<file path="src/sv/water_level_debounce_pump_control_top_assert.svh">
// ----------------------------------------------------------------------------
// Water level debounce and pump control: assertion macros
// Shared concurrent assertion forms, clocked on clk and disabled in reset.
// ----------------------------------------------------------------------------
`ifndef WATER_LEVEL_DEBOUNCE_PUMP_CONTROL_TOP_ASSERT_SVH
`define WATER_LEVEL_DEBOUNCE_PUMP_CONTROL_TOP_ASSERT_SVH

// Consequent must hold in the same cycle as the antecedent.
`define WLDPC_ASSERT_SAME(lbl, ante, cons) \
	lbl: assert property (@(posedge clk) disable iff (!arst_n) (ante) |-> (cons)) \
		else $error("wldpc assertion failed");

// Consequent must hold in the cycle after the antecedent.
`define WLDPC_ASSERT_NEXT(lbl, ante, cons) \
	lbl: assert property (@(posedge clk) disable iff (!arst_n) (ante) |=> (cons)) \
		else $error("wldpc assertion failed");

`endif

</file>
<file path="src/sv/wldpc_pkg.sv">
// ----------------------------------------------------------------------------
// Water level debounce and pump control: package
// Message codes, register indexes, reset values and the lane result type.
// ----------------------------------------------------------------------------
`timescale 1ns / 1ps
`default_nettype none

package wldpc_pkg;

	localparam int CFG_WIDTH = 16;
	localparam int CFG_INDEX_WIDTH = 2;
	localparam int NUM_LANES = 2;

	localparam logic [CFG_INDEX_WIDTH-1:0] REG_DEBOUNCE_LIMIT = 2'd0;
	localparam logic [CFG_INDEX_WIDTH-1:0] REG_TICKS_PER_SECOND = 2'd1;
	localparam logic [CFG_INDEX_WIDTH-1:0] REG_FILL_DELAY_SECONDS = 2'd2;

	localparam logic [CFG_WIDTH-1:0] DEBOUNCE_LIMIT_RST = 16'd500;
	localparam logic [CFG_WIDTH-1:0] TICKS_PER_SECOND_RST = 16'd1000;
	localparam logic [CFG_WIDTH-1:0] FILL_DELAY_SECONDS_RST = 16'd120;

	typedef logic [1:0] msg_t;
	localparam msg_t MSG_NONE = 2'd0;
	localparam msg_t MSG_HIGH = 2'd1;
	localparam msg_t MSG_LOW = 2'd2;

	typedef struct packed {
		logic level_high;
		msg_t msg;
	} lane_res_t;

endpackage

`default_nettype wire

</file>
<file path="src/sv/water_level_debounce_pump_control_top.sv">
// ----------------------------------------------------------------------------
// Water level debounce and pump control: top level
// A result is registered and appears on the output in the cycle after its item is accepted.
// Throughput is one item per cycle while m_tready does not stall the output, set by the single update of
// lane and service state per accepted item; the output register decouples the sides.
// Reset clears all debounce, timer and pump state and loads register defaults.
// ----------------------------------------------------------------------------
`timescale 1ns / 1ps
`default_nettype none

module water_level_debounce_pump_control_top #(
	parameter int COUNTER_WIDTH = 16
) (
	input  wire logic                                  clk,
	input  wire logic                                  arst_n,
	input  wire logic                                  s_tvalid,
	output logic                                       s_tready,
	// level1_sample [0], level2_sample [1], hold [2], zero [7:3]
	input  wire logic [7:0]                            s_tdata,
	output logic                                       m_tvalid,
	input  wire logic                                  m_tready,
	// level1_high [0], level2_high [1], level1_msg [3:2], level2_msg [5:4],
	// pump_on [6], stop_request [7]
	output logic [7:0]                                 m_tdata,
	input  wire logic                                  cfg_valid,
	output logic                                       cfg_ready,
	input  wire logic [wldpc_pkg::CFG_INDEX_WIDTH-1:0] cfg_index,
	input  wire logic [wldpc_pkg::CFG_WIDTH-1:0]       cfg_data
);
	import wldpc_pkg::*;

	logic [CFG_WIDTH-1:0] debounce_limit_q, ticks_per_second_q, fill_delay_seconds_q;
	logic accept;
	logic out_valid_q;
	logic [7:0] out_data_q;
	lane_res_t lane_res [NUM_LANES];
	logic pump_on, stop_request;

	assign cfg_ready = 1'b1;
	assign s_tready = !out_valid_q || m_tready;
	assign accept = s_tvalid && s_tready;

	always_ff @(posedge clk or negedge arst_n) begin
		if (!arst_n) begin
			debounce_limit_q <= DEBOUNCE_LIMIT_RST;
			ticks_per_second_q <= TICKS_PER_SECOND_RST;
			fill_delay_seconds_q <= FILL_DELAY_SECONDS_RST;
		end else if (cfg_valid) begin
			case (cfg_index)
				REG_DEBOUNCE_LIMIT: debounce_limit_q <= cfg_data;
				REG_TICKS_PER_SECOND: ticks_per_second_q <= cfg_data;
				REG_FILL_DELAY_SECONDS: fill_delay_seconds_q <= cfg_data;
				default: ;
			endcase
		end
	end

	for (genvar g = 0; g < NUM_LANES; g++) begin : g_lane
		wldpc_lane #(
			.COUNTER_WIDTH(COUNTER_WIDTH)
		) u_lane (
			.clk    (clk),
			.arst_n (arst_n),
			.advance(accept),
			.sample (s_tdata[g]),
			.limit  (debounce_limit_q),
			.res    (lane_res[g])
		);
	end

	wldpc_service #(
		.COUNTER_WIDTH(COUNTER_WIDTH)
	) u_service (
		.clk               (clk),
		.arst_n            (arst_n),
		.advance           (accept),
		.hold              (s_tdata[2]),
		.lane1             (lane_res[0]),
		.lane2             (lane_res[1]),
		.ticks_per_second  (ticks_per_second_q),
		.fill_delay_seconds(fill_delay_seconds_q),
		.pump_on           (pump_on),
		.stop_request      (stop_request)
	);

	always_ff @(posedge clk or negedge arst_n) begin
		if (!arst_n) begin
			out_valid_q <= 1'b0;
		end else if (s_tready) begin
			out_valid_q <= s_tvalid;
		end
	end

	always_ff @(posedge clk) begin
		if (accept) begin
			out_data_q <= {stop_request, pump_on, lane_res[1].msg, lane_res[0].msg,
				lane_res[1].level_high, lane_res[0].level_high};
		end
	end

	assign m_tvalid = out_valid_q;
	assign m_tdata = out_data_q;

`include "water_level_debounce_pump_control_top_assert.svh"

	`WLDPC_ASSERT_NEXT(a_accept_gives_result, accept, m_tvalid)
	`WLDPC_ASSERT_SAME(a_stall_only_when_full, !s_tready, m_tvalid && !m_tready)
	`WLDPC_ASSERT_SAME(a_high_msg_sets_level1, m_tvalid && m_tdata[3:2] == MSG_HIGH, m_tdata[0])
	`WLDPC_ASSERT_SAME(a_low_msg_clears_level2, m_tvalid && m_tdata[5:4] == MSG_LOW, !m_tdata[1])

endmodule

`default_nettype wire

</file>
<file path="src/sv/wldpc_lane.sv">
// ----------------------------------------------------------------------------
// Water level debounce and pump control: debounce lane
// Debounces one level switch in both directions and reports confirmations.
// ----------------------------------------------------------------------------
`timescale 1ns / 1ps
`default_nettype none

module wldpc_lane #(
	parameter int COUNTER_WIDTH = 16
) (
	input  wire logic                           clk,
	input  wire logic                           arst_n,
	input  wire logic                           advance,
	input  wire logic                           sample,
	input  wire logic [wldpc_pkg::CFG_WIDTH-1:0] limit,
	output wldpc_pkg::lane_res_t                res
);
	import wldpc_pkg::*;

	localparam int CMP_WIDTH = (COUNTER_WIDTH > CFG_WIDTH) ? COUNTER_WIDTH : CFG_WIDTH;
	localparam logic [COUNTER_WIDTH-1:0] CNT_MAX = {COUNTER_WIDTH{1'b1}};

	logic [COUNTER_WIDTH-1:0] high_count_q, low_count_q, high_count_d, low_count_d;
	logic [COUNTER_WIDTH-1:0] high_inc, low_inc;
	logic high_locked_q, low_locked_q, level_q;
	logic high_locked_d, low_locked_d, level_d;
	logic [CMP_WIDTH-1:0] limit_ext;
	msg_t msg;

	assign limit_ext = CMP_WIDTH'(limit);
	assign high_inc = (high_count_q == CNT_MAX) ? CNT_MAX : high_count_q + 1'b1;
	assign low_inc = (low_count_q == CNT_MAX) ? CNT_MAX : low_count_q + 1'b1;

	always_comb begin
		high_count_d = high_count_q;
		low_count_d = low_count_q;
		high_locked_d = high_locked_q;
		low_locked_d = low_locked_q;
		level_d = level_q;
		msg = MSG_NONE;
		if (sample) begin
			low_locked_d = 1'b0;
			low_count_d = '0;
			if (!high_locked_q) begin
				high_count_d = high_inc;
				if (CMP_WIDTH'(high_inc) > limit_ext) begin
					high_count_d = '0;
					high_locked_d = 1'b1;
					level_d = 1'b1;
					msg = MSG_HIGH;
				end
			end
		end else if (!low_locked_q) begin
			high_locked_d = 1'b0;
			high_count_d = '0;
			low_count_d = low_inc;
			if (CMP_WIDTH'(low_inc) > limit_ext) begin
				low_count_d = '0;
				low_locked_d = 1'b1;
				level_d = 1'b0;
				msg = MSG_LOW;
			end
		end
	end

	always_ff @(posedge clk or negedge arst_n) begin
		if (!arst_n) begin
			high_count_q <= '0;
			low_count_q <= '0;
			high_locked_q <= 1'b0;
			low_locked_q <= 1'b0;
			level_q <= 1'b0;
		end else if (advance) begin
			high_count_q <= high_count_d;
			low_count_q <= low_count_d;
			high_locked_q <= high_locked_d;
			low_locked_q <= low_locked_d;
			level_q <= level_d;
		end
	end

	assign res.level_high = level_d;
	assign res.msg = msg;

endmodule

`default_nettype wire

</file>
<file path="src/sv/wldpc_service.sv">
// ----------------------------------------------------------------------------
// Water level debounce and pump control: pump service
// Merges the lane results into the fill arming, delay timer and pump drive.
// ----------------------------------------------------------------------------
`timescale 1ns / 1ps
`default_nettype none

module wldpc_service #(
	parameter int COUNTER_WIDTH = 16
) (
	input  wire logic                            clk,
	input  wire logic                            arst_n,
	input  wire logic                            advance,
	input  wire logic                            hold,
	input  wire wldpc_pkg::lane_res_t            lane1,
	input  wire wldpc_pkg::lane_res_t            lane2,
	input  wire logic [wldpc_pkg::CFG_WIDTH-1:0] ticks_per_second,
	input  wire logic [wldpc_pkg::CFG_WIDTH-1:0] fill_delay_seconds,
	output logic                                 pump_on,
	output logic                                 stop_request
);
	import wldpc_pkg::*;

	localparam int CMP_WIDTH = (COUNTER_WIDTH > CFG_WIDTH) ? COUNTER_WIDTH : CFG_WIDTH;
	localparam logic [COUNTER_WIDTH-1:0] CNT_MAX = {COUNTER_WIDTH{1'b1}};

	logic [COUNTER_WIDTH-1:0] tick_count_q, second_count_q, tick_count_d, second_count_d;
	logic [COUNTER_WIDTH-1:0] tick_inc, second_inc;
	logic fill_armed_q, pump_running_q, fill_armed_d, pump_running_d;
	logic armed;
	logic stop;

	assign armed = fill_armed_q | (lane2.msg == MSG_HIGH);
	assign tick_inc = (tick_count_q == CNT_MAX) ? CNT_MAX : tick_count_q + 1'b1;
	assign second_inc = (second_count_q == CNT_MAX) ? CNT_MAX : second_count_q + 1'b1;

	always_comb begin
		tick_count_d = tick_count_q;
		second_count_d = second_count_q;
		fill_armed_d = armed;
		pump_running_d = pump_running_q;
		stop = 1'b0;
		if (!hold) begin
			if (armed) begin
				if (!lane2.level_high) begin
					tick_count_d = tick_inc;
					if (CMP_WIDTH'(tick_inc) >= CMP_WIDTH'(ticks_per_second)) begin
						tick_count_d = '0;
						second_count_d = second_inc;
					end
					if (CMP_WIDTH'(second_count_d) > CMP_WIDTH'(fill_delay_seconds)) begin
						second_count_d = '0;
						pump_running_d = 1'b1;
					end
				end
				if (pump_running_d && lane2.level_high) begin
					second_count_d = '0;
					pump_running_d = 1'b0;
				end
			end
			if (!lane1.level_high) begin
				fill_armed_d = 1'b0;
			end
			stop = !fill_armed_d;
		end
	end

	always_ff @(posedge clk or negedge arst_n) begin
		if (!arst_n) begin
			tick_count_q <= '0;
			second_count_q <= '0;
			fill_armed_q <= 1'b0;
			pump_running_q <= 1'b0;
		end else if (advance) begin
			tick_count_q <= tick_count_d;
			second_count_q <= second_count_d;
			fill_armed_q <= fill_armed_d;
			pump_running_q <= pump_running_d;
		end
	end

	assign pump_on = pump_running_d;
	assign stop_request = stop;

endmodule

`default_nettype wire

</file>
<file path="config.mk">
export PLATFORM = sky130hd
export DESIGN_NAME = water_level_debounce_pump_control_top
export DESIGN_NICKNAME = d
export VERILOG_FILES = /design/src/sv/wldpc_pkg.sv /design/src/sv/water_level_debounce_pump_control_top.sv /design/src/sv/wldpc_lane.sv /design/src/sv/wldpc_service.sv
export VERILOG_INCLUDE_DIRS = /design/src /design/src/sv
export SDC_FILE = /design/constraint.sdc
export NUM_CORES = 1
export LEC_CHECK = 0
export ABC_AREA = 1
export BUFFER_PORTS_ARGS = -buffer_cell sky130_fd_sc_hd__buf_4
export CAP_MARGIN = 10
export CORE_AREA = 4 4 166 136
export CTS_CLUSTER_DIAMETER = 150
export CTS_CLUSTER_SIZE = 28
export DETAILED_ROUTE_END_ITERATION = 10
export DIE_AREA = 0 0 170 140
export HOLD_SLACK_MARGIN = 0.1
export PLACE_DENSITY_LB_ADDON = 0.08
export SETUP_SLACK_MARGIN = 0.05
export SLEW_MARGIN = 40
export SYNTH_ARGS = -nofsm -noshare
export SYNTH_HDL_FRONTEND = slang
export SYNTH_SLANG_ARGS = --single-unit
</file>
<file path="constraint.sdc">
create_clock -name clk -period 4.74 [get_ports clk]
set_input_delay 0.237 -clock clk [delete_from_list [all_inputs] [get_ports clk]]
set_output_delay 0.237 -clock clk [all_outputs]
set_load 0.02 [all_outputs]
</file>
Word-level counts from Yosys, hierarchy flattened

Cells that the tools add are included.

Bitwise gates (word level): 3
Equality and inequality tests: 14
$lt $le $gt $ge: 6
Muxes and demuxes: 72
$add $sub $neg: 6
Reduce and logical (&&, ||, !) cells: 15

Operator list:

| cell                                                                     | count |
|---|---|
| 16-bit two-way mux                                                       | 28 |
| 16-bit by 1-bit adder with 16-bit output (second input constant)         | 6 |
| 16-bit == test (second input constant)                                   | 6 |
| 16-bit greater-than comparator                                           | 5 |
| 1-bit two-way mux                                                        | 36 |
| 16-bit greater-or-equal comparator                                       | 1 |
| 2-bit two-way mux                                                        | 8 |
| 2-bit AND reduction                                                      | 5 |
| 2-bit inequality test (second input constant)                            | 4 |
| 4-bit AND reduction                                                      | 2 |
| 3-bit AND reduction                                                      | 2 |
| 2-bit by 1-bit == test with 1-bit output (second input constant)         | 2 |
| 2-bit == test (second input constant)                                    | 1 |
| 1-bit logical AND                                                        | 2 |
| 1-bit logical NOT                                                        | 2 |
| 2-bit logical NOT                                                        | 1 |
| 2-bit by 1-bit inequality test with 1-bit output (second input constant) | 1 |
| 1-bit NOT                                                                | 2 |
| 1-bit logical OR                                                         | 1 |
| 1-bit OR                                                                 | 1 |

Bits of input ports: 31
Logic and storage cells: 136
Output and inout port bits: 11
Register bits after elaboration: 161

Logic depth before layout (Yosys ltp)

Gate-level depths: netlist of the first run.

Word-level depth: 19
Depth in mapped cells: 31
Gate-level depth less buffers: 28

Modules after synthesis

From an unflattened synthesis of the first run, not the netlist that was laid out.

Cells, all modules: 1608
Area, all modules: 11795.1 um^2

By module, submodules not included:

| module                                | instances | cells each | area each (um^2) | seq. area each (um^2) |
|---|---|---|---|---|
| wldpc_service                         | 1         | 510        | 3268.1           | 850.8 |
| wldpc_lane at g_lane[0].u_lane        | 1         | 431        | 3111.7           | 875.8 |
| wldpc_lane at g_lane[1].u_lane        | 1         | 437        | 3054.2           | 875.8 |
| water_level_debounce_pump_control_top | 1         | 230        | 2361.0           | 1486.4 |

Worst setup path after synthesis of the first run

No wires, ideal clock.

Path type: register -> register
Start: register u_service.tick_count_q[0]
End: register u_service.second_count_q[12]
Data required time: 4.622 ns
Clock period less this slack: 4.205 ns
Buffers on the path: 4
Stages on the path, launching flop included: 30
Setup time: 0.118 ns
Arrival: 4.087 ns
Path slack: 0.535 ns
Cells stage by stage: dfrtp_1 ha_1 nand3_1 nor2_1 nand2_1 nor2_1 nand2_1 buf_2 buf_1 nand2_1 ha_1 nand2_1 nor4_1 nand2_1 nand3_1 buf_2 nand2_1 nand2_1 inv_2 ha_1 nand2_1 o21ai_0 nand2_1 nand2_1 nand2_1 a21oi_1 inv_1 buf_2 nand4_1 nand2_1

Word-level cells in the longest chain between the ends: 15
Elaborated cells on any way between the ends: 19
Those cells by class: add/sub: 1; order compare: 2; eq/ne: 2; mux: 12; reduce/logical: 2

Ends and longest elaborated chain:

| what                                                                       | line                | text |
|---|---|---|
| from (decl)                                                                | wldpc_service.sv:27 | `logic [COUNTER_WIDTH-1:0] tick_count_q, second_count_q, tick_count_d, second_count_d;` |
| from (signal assigned)                                                     | wldpc_service.sv:75 | `tick_count_q <= tick_count_d;` |
| 16-bit by 1-bit adder with 16-bit output or 16-bit == test (tied branches) | wldpc_service.sv:34 | `assign tick_inc = (tick_count_q == CNT_MAX) ? CNT_MAX : tick_count_q + 1'b1;` |
| 16-bit two-way mux *                                                       | wldpc_service.sv:34 |  |
| 16-bit greater-or-equal comparator *                                       | wldpc_service.sv:47 | `if (CMP_WIDTH'(tick_inc) >= CMP_WIDTH'(ticks_per_second)) begin` |
| 16-bit two-way mux *                                                       | wldpc_service.sv:47 |  |
| 16-bit two-way mux *                                                       | wldpc_service.sv:45 | `if (!lane2.level_high) begin` |
| 16-bit two-way mux *                                                       | wldpc_service.sv:44 | `if (armed) begin` |
| 16-bit two-way mux *                                                       | wldpc_service.sv:43 | `if (!hold) begin` |
| 16-bit greater-than comparator                                             | wldpc_service.sv:51 | `if (CMP_WIDTH'(second_count_d) > CMP_WIDTH'(fill_delay_seconds)) begin` |
| 1-bit two-way mux                                                          | wldpc_service.sv:51 |  |
| 1-bit two-way mux                                                          | wldpc_service.sv:45 |  |
| 1-bit two-way mux                                                          | wldpc_service.sv:44 |  |
| 1-bit two-way mux                                                          | wldpc_service.sv:43 |  |
| 1-bit logical AND                                                          | wldpc_service.sv:56 | `if (pump_running_d && lane2.level_high) begin` |
| 2-bit by 1-bit inequality test with 1-bit output (no line)                 | --                  |  |
| 4-bit AND reduction (no line)                                              | --                  |  |
| to (signal assigned)                                                       | wldpc_service.sv:76 | `second_count_q <= second_count_d;` |
| to (decl)                                                                  | wldpc_service.sv:27 |  |

Mark *: on every way between the ends. The rest lies on a longest branch, timed or not. The select of a mux whose other input is x is not followed.
A chain may end at the register's enable or synchronous reset.

Worst setup path after layout of the first run

Start: register u_service.tick_count_q[0]
End: register out_data_q[6], in the netlist m_tdata[6] (data pin)

Word-level cells in the longest chain between the ends: 16
Elaborated cells on any way between the ends: 17
Those cells by class: add/sub: 1; order compare: 2; eq/ne: 1; mux: 12; reduce/logical: 1

Ends and longest elaborated chain:

| what                                                                       | line                                        | text |
|---|---|---|
| 16-bit by 1-bit adder with 16-bit output or 16-bit == test (tied branches) | wldpc_service.sv:34                         |  |
| 16-bit two-way mux *                                                       | wldpc_service.sv:34                         |  |
| 16-bit greater-or-equal comparator *                                       | wldpc_service.sv:47                         |  |
| 16-bit two-way mux *                                                       | wldpc_service.sv:47                         |  |
| 16-bit two-way mux *                                                       | wldpc_service.sv:45                         |  |
| 16-bit two-way mux *                                                       | wldpc_service.sv:44                         |  |
| 16-bit two-way mux *                                                       | wldpc_service.sv:43                         |  |
| 16-bit greater-than comparator *                                           | wldpc_service.sv:51                         |  |
| 1-bit two-way mux *                                                        | wldpc_service.sv:51                         |  |
| 1-bit two-way mux *                                                        | wldpc_service.sv:45                         |  |
| 1-bit two-way mux *                                                        | wldpc_service.sv:44                         |  |
| 1-bit two-way mux *                                                        | wldpc_service.sv:43                         |  |
| 1-bit logical AND                                                          | wldpc_service.sv:56                         |  |
| 1-bit two-way mux *                                                        | wldpc_service.sv:56                         |  |
| 1-bit two-way mux *                                                        | wldpc_service.sv:44                         |  |
| 1-bit two-way mux *                                                        | wldpc_service.sv:43                         |  |
| named net pump_on                                                          | water_level_debounce_pump_control_top.sv:37 | `logic pump_on, stop_request;` |
| to (signal assigned)                                                       | water_level_debounce_pump_control_top.sv:96 | `out_data_q <= {stop_request, pump_on, lane_res[1].msg, lane_res[0].msg,` |
| to (decl)                                                                  | water_level_debounce_pump_control_top.sv:35 | `logic [7:0] out_data_q;` |

The timed path passes the listed nets; every way through them passes the cells marked *. The select of a mux whose other input is x is not followed.

==> reports/results.txt, run 1 <==
nets: 1734
NetSw: 0.00145 W
Placement Setup Slack: 0.321 ns
Mapped Cells: 1562
Slew Viols, Final: 0
Pint: 0.00275 W
post-CTS setup buffer count: 0
ANT cells: 0
register area share after synthesis: 0.362
syn_nets: 1695
# H-tree levels: 4
DRT Wirelength: 29.0 mm
Crit Path Max Fanout: 10
CORE AREA: 21100 um^2
slowest library cell on the worst path: dfrtp_1
final worst path period share: 0.933
FF+latch count, synth: 161
Reg clk slew, reported paths: 0.07 ns
final hold vios: 0
Peak supply drop: 0.238 mV
Slew @ Worst Pin: 0.670 ns
Sequential Power Share: 0.394
via density per instance: 5.47
Clk pwr share: 0.355
CTS tree: done
first-pass GRT wire length: 48.0 mm
GR Util met3: 0.0341
RSZ-0062 raised after global routing: no
DRT Pass-1 Iters: 5
GRT Max-Usage Layer: met1
Post-synth EDFFs: 8
Switching Share: 0.345
Global Route Usage Sum: 0.248
vias in the first global route: 9528
crit path time final: 4.42 ns
Die Wd: 170 um
status: finished, final reports clean
Synth Warn #: 0
Initial Util: 0.536
CP Capture Type: flip-flop
relative slew slack: 0.552
dpl cell area: 11900 um^2
Root Buffer Master: clkbuf_16
CTS buffer count: 17
boundary pin count: 42
Top FF cell, synth: dfrtp_1
Clock Latency Late Sink: 0.44 ns
initial antenna violation count: 0
Final GP Congestion: 0.921
Comb power frac: 0.251
Achievable Freq: 226 MHz
Worst Path Arrival: 4.62 ns
Setup WS post-layout: 0.317 ns
Clock Skew: 0.0117 ns
detailed-route via count: 10328
largest net degree at the start of global routing: 82
Yosys cell types: 44
WS Path Type: flip-flop to flip-flop
ANT nets after route: 0
DP HPWL: 21.4 mm
most frequent CP cell: nand2_1
Power Density: 334 nW/um^2
DIE AREA: 23800 um^2
share of layout cells above drive strength 1: 0.0973
Die Y: 140 um
leakage: 6.72 nW
M2 GR Usage: 0.360
setup TNS: 0 ns
Final Cell Area: 12600 um^2
synthesis-to-layout area growth: 11.2%
port bufs: 35
Tightest Hold Check Type: input port to flip-flop
DRC violations left: 0
hold slack: 0.124 ns
Critical Path RT: 4.94 ns
Post-synth ARST share: 0.950
CTS max path bufs: 2
DRT iter0 DRCs: 838
row count: 48
Cell Area, Synth: 11300 um^2
met1 Use GR: 0.393
total gr overflow: 0
clk sinks: 161
Worst Setup Start Kind: flip-flop
WL/cell: 15.4 um
Crit path largest cell delay: 0.41 ns
# Max-Cap Violations: 0
Syn Area/Cell: 7.24 um^2
Final Setup Violations: 0
placed cells by master, fill, tap and decap left out, types with 2 or more instances in the layout:
cell type / synthesis / final
a21oi_1: 68 / 67
a21oi_2: 1 / 2
a31oi_1: 3 / 3
buf_4: 5 / 50
bufinv_16: 0 / 2
clkbuf_16: 0 / 18
clkbuf_8: 0 / 2
clkinv_1: 3 / 3
clkinvlp_4: 0 / 2
dfrtp_1: 137 / 137
dfstp_2: 16 / 16
dlygate4sd3_1: 0 / 4
edfxtp_1: 8 / 8
ha_1: 102 / 102
inv_1: 248 / 247
inv_2: 23 / 24
inv_6: 0 / 4
inv_8: 0 / 4
nand2_1: 373 / 371
nand2_2: 2 / 4
nand2_4: 2 / 2
nand3_1: 85 / 83
nand3_2: 3 / 5
nand4_1: 48 / 48
nor2_1: 145 / 143
nor2_2: 3 / 5
nor3_1: 25 / 25
nor3_2: 5 / 5
nor3_4: 2 / 2
nor4_1: 9 / 9
o211ai_1: 2 / 2
o21a_1: 2 / 2
o21ai_0: 90 / 89
o21ai_1: 23 / 24
o22ai_1: 35 / 35
o32ai_1: 2 / 2
or2_2: 4 / 4
xor2_1: 46 / 46
Yosys cell counts (2+ instances only):
cell      count  area (um^2)
nor3_2        5         50.1
nor4_1        9         56.3
buf_4         5         37.5
nor4_2        2         25.0
nor2_1      145          544
o21ai_0      90          450
nor2_2        3         18.8
o21ai_1      23          115
buf_2        10         50.1
clkinv_1      3         11.3
nor3_1       25          125
nand2_4       2         22.5
dfstp_2      16          420
nand2_2       2         12.5
xor2_1       46          403
o21a_1        2         15.0
nand2_1     373         1400
dfrtp_1     137         3430
clkbuf_1     20         75.1
edfxtp_1      8          240
nor3_4        2         32.5
inv_1       248          931
ha_1        102         1280
o211ai_1      2         15.0
o32ai_1       2         17.5
nand3_2       3         30.0
nand4_1      48          300
or2_2         4         25.0
a21oi_1      68          340
o22ai_1      35          219
nand3_1      85          425
a31oi_1       3         18.8
inv_2        23         86.3
sequential cells by signal (all words and copies together), names as in the netlist:
| signal | cells |
|---|---|
| fill_delay_seconds_q | 16 |
| u_service.second_count_q | 16 |
| g_lane.u_lane.level_q | 2 |
| u_service.tick_count_q | 16 |
| g_lane.u_lane.low_count_q | 32 |
| debounce_limit_q | 16 |
| u_service.pump_running_q | 1 |
| m_tvalid | 1 |
| g_lane.u_lane.low_locked_q | 2 |
| g_lane.u_lane.high_count_q | 32 |
| u_service.fill_armed_q | 1 |
| m_tdata | 8 |
| ticks_per_second_q | 16 |
| g_lane.u_lane.high_locked_q | 2 |
timing repair:
item | 4_1_cts | 5_1_grt
gates resized for setup | 0 | 9
hold buffers | 4 | 0
endpoints found under the hold margin | 76 | 0
setup endpoints to repair | 0 | 18
power groups by stage:
stage	clock network, W	registers (W)	logic (W)
2_1_floorplan	0	0.00166	0.000739
3_3_place_gp	0	0.00168	0.00100
3_5_place_dp	0	0.00168	0.00104
4_1_cts	0.00151	0.00166	0.00105
5_1_grt	0.00157	0.00167	0.00123
6_report	0.00149	0.00166	0.00105
kinds of logic after synthesis:
logic type      after synthesis  synth area share
xor+xnor                     47            0.0364
other cells                   1          0.000332
fa+ha+maj                   102             0.113
simple gates                711             0.274
buf+inv                     311             0.107
flops                       161             0.362
compound gates              229             0.108
through the flow:
stage,power [W],utilization,std cells
finish,0.00420,0.597,1889
global route,0.00447,0.597,1889
CTS,0.00421,0.595,1888
detailed placement,0.00272,0.563,1852
global placement,0.00268,0.563,1852
floorplan,0.00240,-,1562
path summary, 6_finish.rpt:
kind	start	endpoint	slack, ns	cells after the start
max in group asynchronous	arst_n	ticks_per_second_q[8]$_DFFE_PN1P_	3.34	3
hold / removal	cfg_data[3]	fill_delay_seconds_q[3]$_DFFE_PN1P_	0.12	3
setup / recovery	u_service.tick_count_q[0]$_DFFE_PN0P_	m_tdata[6]$_DFFE_PP_	0.32	27
min in group asynchronous	arst_n	g_lane[0].u_lane.low_count_q[0]$_DFFE_PN0P_	0.40	2
setup reg to reg	u_service.tick_count_q[0]$_DFFE_PN0P_	m_tdata[6]$_DFFE_PP_	0.32	27
hold reg to reg	u_service.tick_count_q[15]$_DFFE_PN0P_	u_service.tick_count_q[15]$_DFFE_PN0P_	0.48	2
worst max-delay path: cells and delay by family, from the launching register on:
kind                     cells  cell delay (ns)
AND/OR/NAND/NOR             15             1.74
adder cells (fa/ha/maj)      3             0.82
buffers and inverters        5             0.67
AO/OA/AOI/OAI                4             0.55
flip-flops                   1             0.41
per-layer routing:
metal	share of wire	vias up	wire (um)
met5	0	-	0
met4	0.012	0	344
met3	0.052	28	1510
met2	0.42	282	12200
met1	0.51	4869	14900
li1	-	5149	-
cell type report:
type	count	area, um^2
clock buffers	19	464
clock inverters	13	160
inverters	274	1030
fillers	1981	8500
well taps	275	344
flip-flops and latches	161	4090
multi-input cells	1090	6040
repair buffers	57	448
(Power assumes the default switching activity.)
==> run 2: changes to the inputs <==
--- a/config.mk
+++ b/config.mk
@@ -9,11 +9,11 @@
 export ABC_AREA = 1
 export BUFFER_PORTS_ARGS = -buffer_cell sky130_fd_sc_hd__buf_4
 export CAP_MARGIN = 10
-export CORE_AREA = 4 4 166 136
+export CORE_AREA = 4 4 174 142
 export CTS_CLUSTER_DIAMETER = 150
 export CTS_CLUSTER_SIZE = 28
 export DETAILED_ROUTE_END_ITERATION = 10
-export DIE_AREA = 0 0 170 140
+export DIE_AREA = 0 0 178 146
 export HOLD_SLACK_MARGIN = 0.1
 export PLACE_DENSITY_LB_ADDON = 0.08
 export SETUP_SLACK_MARGIN = 0.05
==> run 2 against run 1 <==
Sequential power is essentially flat. Final cell count grew 2.1%. Sequential share of layout area shrank 0.14 points. First-iteration DRC count shrank 4.5%. Sequential cell count is the same. Register-to-register slack gained 0.17 ns. Clock skew is essentially flat. Die area grew 9.2%. Global-route usage shrank 2.2 points. Critical path depth grew 1. Utilization shrank 5.0 points. Largest cell class unchanged.
==> reports/results.txt, run 2 (same netlist as run 1, synthesis figures left out) <==
Pint: 0.00263 W (-4.4%)
row count: 50 (+4.2%)
ANT cells: 0 (unchanged)
Final Util: 0.547 (-0.0495)
boundary pin count: 42 (unchanged)
CTS buffer count: 17 (unchanged)
Critical Path RT: 4.92 ns (-0.02 ns)
RSZ-0062 raised after global routing: no
Tightest Hold Check Type: input port to flip-flop
# H-tree levels: 4 (unchanged)
Power Density: 324 nW/um^2 (-3.0%)
DRT iter0 DRCs: 800 (-4.5%)
Worst Setup Start Kind: flip-flop
crit path time final: 4.26 ns (-0.168 ns)
Worst Path Arrival: 4.44 ns (-0.18 ns)
min-delay src: cfg_data[3]
setup TNS: 0 ns (unchanged)
total gr overflow: 0 (unchanged)
synthesis-to-layout area growth: 11.7%
Comb power frac: 0.262 (+0.011)
DRC violations left: 0 (unchanged)
WL/cell: 15.0 um (-2.3%)
Slew Viols, Final: 0 (unchanged)
Slew @ Worst Pin: 0.641 ns (-0.0289 ns)
WP buf/inv: 5 (unchanged)
Crit Path Max Fanout: 16 (+6)
DP HPWL: 21.4 mm (-0.10%)
first-pass GRT wire length: 47.4 mm (-1.3%)
Switching Share: 0.357 (+0.0125)
CTS max path bufs: 2 (unchanged)
Clock Skew: 0.0121 ns (+0.000424 ns)
Root Buffer Master: clkbuf_16
Peak supply drop: 0.241 mV (+1.4%)
Reg clk slew, reported paths: 0.07 ns (about the same)
Achievable Freq: 235 MHz (+3.9%)
CP startpoint: u_service.tick_count_q[0]$_DFFE_PN0P_
CORE AREA: 23100 um^2 (+9.5%)
share of layout cells above drive strength 1: 0.100 (+0.00297)
DIE AREA: 26000 um^2 (+9.2%)
largest net degree at the start of global routing: 78 (-4.9%)
DRT Wirelength: 28.9 mm (-0.29%)
Fillers: 2215 (+12%)
detailed-route via count: 10074 (-2.5%)
commonest cells after routing, fill and taps aside: nand2_1, inv_1, nor2_1
Crit path largest cell delay: 0.40 ns (about the same)
Global Route Usage Sum: 0.227 (-0.0218)
Final GP Congestion: 0.865 (-6.1%)
Placement Setup Slack: 0.356 ns (+0.0343 ns)
final worst path period share: 0.898 (-0.0354)
most common cell after layout, fill and taps aside: nand2_1
DRT Pass-1 Iters: 5 (unchanged)
# Max-Cap Violations: 0 (unchanged)
clk sinks: 161 (unchanged)
final hold vios: 0 (unchanged)
top flop regs: g_lane.u_lane.high_count_q x32, g_lane.u_lane.low_count_q x32
vias in the first global route: 9060 (-4.9%)
initial antenna violation count: 0 (unchanged)
Clock Latency Late Sink: 0.43 ns (about the same)
NetSw: 0.00146 W (+0.95%)
Initial Util: 0.490 (-0.0466)
crit-path leading delay family: simple AND/OR/NAND/NOR gates
leakage: 6.72 nW (about the same)
CTS tree: done
WS Path Type: flip-flop to flip-flop
Die Y: 146 um (+4.3%)
CP Capture Type: flip-flop
Final Setup Violations: 0 (unchanged)
Die Wd: 178 um (+4.7%)
port bufs: 35 (unchanged)
Clk pwr share: 0.334 (-0.021)
Setup WS post-layout: 0.485 ns (+0.168 ns)
relative slew slack: 0.571 (+0.0194)
Sequential Power Share: 0.404 (+0.010)
most frequent CP cell: nand2_1
nets: 1736 (+0.12%)
slowest library cell on the worst path: dfrtp_1
via density per instance: 5.23 (-4.4%)
status: finished, final reports clean
worst reg2reg path startpoint: u_service.tick_count_q[0]$_DFFE_PN0P_
ANT nets after route: 0 (unchanged)
[run 2: cell types whose count changed in the layout (fill, tap and decap cells not counted), sizes merged]
cell,delta
buf,+3
clkinv,+3
bufinv,-2
clkbuf,-1
clkinvlp,-1
dlygate4sd3,-1
inv,+1
[run 2: per-layer routing]
| metal | share of wire | wire (um) | GRT usage | up-vias |
|---|---|---|---|---|
| met2 | 0.42 | 12100 | 0.322 | 261 |
| met1 | 0.52 | 15200 | 0.362 | 4648 |
| li1 | - | - | - | 5150 |
| met5 | 0 | 0 | 0 | - |
| met3 | 0.053 | 1520 | 0.0405 | 15 |
| met4 | 0.0064 | 185 | 0.0383 | 0 |
[run 2: what timing repair did]
| action | 4_1_cts | 5_1_grt |
|---|---|---|
| hold endpoints to repair | 77 | 0 |
| buffers inserted | 0 | 2 |
| hold buffers | 3 | 0 |
| setup endpoints to repair | 0 | 18 |
| resized for setup | 0 | 12 |
[run 2: area by class of cell]
type / instances / area, um^2 / area share
clock buffers: 18 / 439 / 0.0348
multi-input cells: 1090 / 6060 / 0.480
inverters: 274 / 1030 / 0.0814
clock inverters: 14 / 139 / 0.0110
well taps: 312 / 390 / 0.0309
flip-flops and latches: 161 / 4090 / 0.324
repair buffers: 59 / 487 / 0.0385
[run 2: path summary, 6_finish.rpt]
| path | end | cells past startpoint | slack [ns] |
|---|---|---|---|
| max in group asynchronous | ticks_per_second_q[1]$_DFFE_PN0P_ | 3 | 3.25 |
| min reg2reg | u_service.fill_armed_q$_DFFE_PN0P_ | 2 | 0.49 |
| min | fill_delay_seconds_q[3]$_DFFE_PN1P_ | 3 | 0.12 |
| max | m_tdata[6]$_DFFE_PP_ | 28 | 0.48 |
| min in group asynchronous | g_lane[0].u_lane.low_count_q[6]$_DFFE_PN0P_ | 2 | 0.41 |
| max reg2reg | m_tdata[6]$_DFFE_PP_ | 28 | 0.48 |
[run 2: worst reg2reg max path, delay by kind of cell (launching register included)]
kind | cells | cell delay [ns]
buf+inv | 5 | 0.62
flops | 1 | 0.40
fa+ha+maj | 3 | 0.81
simple gates | 19 | 2.11
compound gates | 1 | 0.06
[run 2: through the flow]
| stage | hold slack (ns) | instances | area [um^2] | power (W) |
|---|---|---|---|---|
| 3_5_place_dp | 0.342 | 1890 | 11900 | 0.00273 |
| 2_1_floorplan | -0.0586 | 1562 | 11300 | 0.00240 |
| 4_1_cts | 0.108 | 1925 | 12500 | 0.00411 |
| 3_3_place_gp | 0.344 | 1890 | 11900 | 0.00269 |
| 5_1_grt | 0.112 | 1928 | 12600 | 0.00437 |
| 6_report | 0.118 | 1928 | 12600 | 0.00409 |
[run 2: power by group through the flow]
stage	Clock [W]	Combinational, W	Sequential, W
finish	0.00137	0.00107	0.00165
global route	0.00146	0.00124	0.00167
CTS	0.00140	0.00106	0.00165
detailed placement	0	0.00105	0.00168
global placement	0	0.00102	0.00167
floorplan	0	0.000739	0.00166
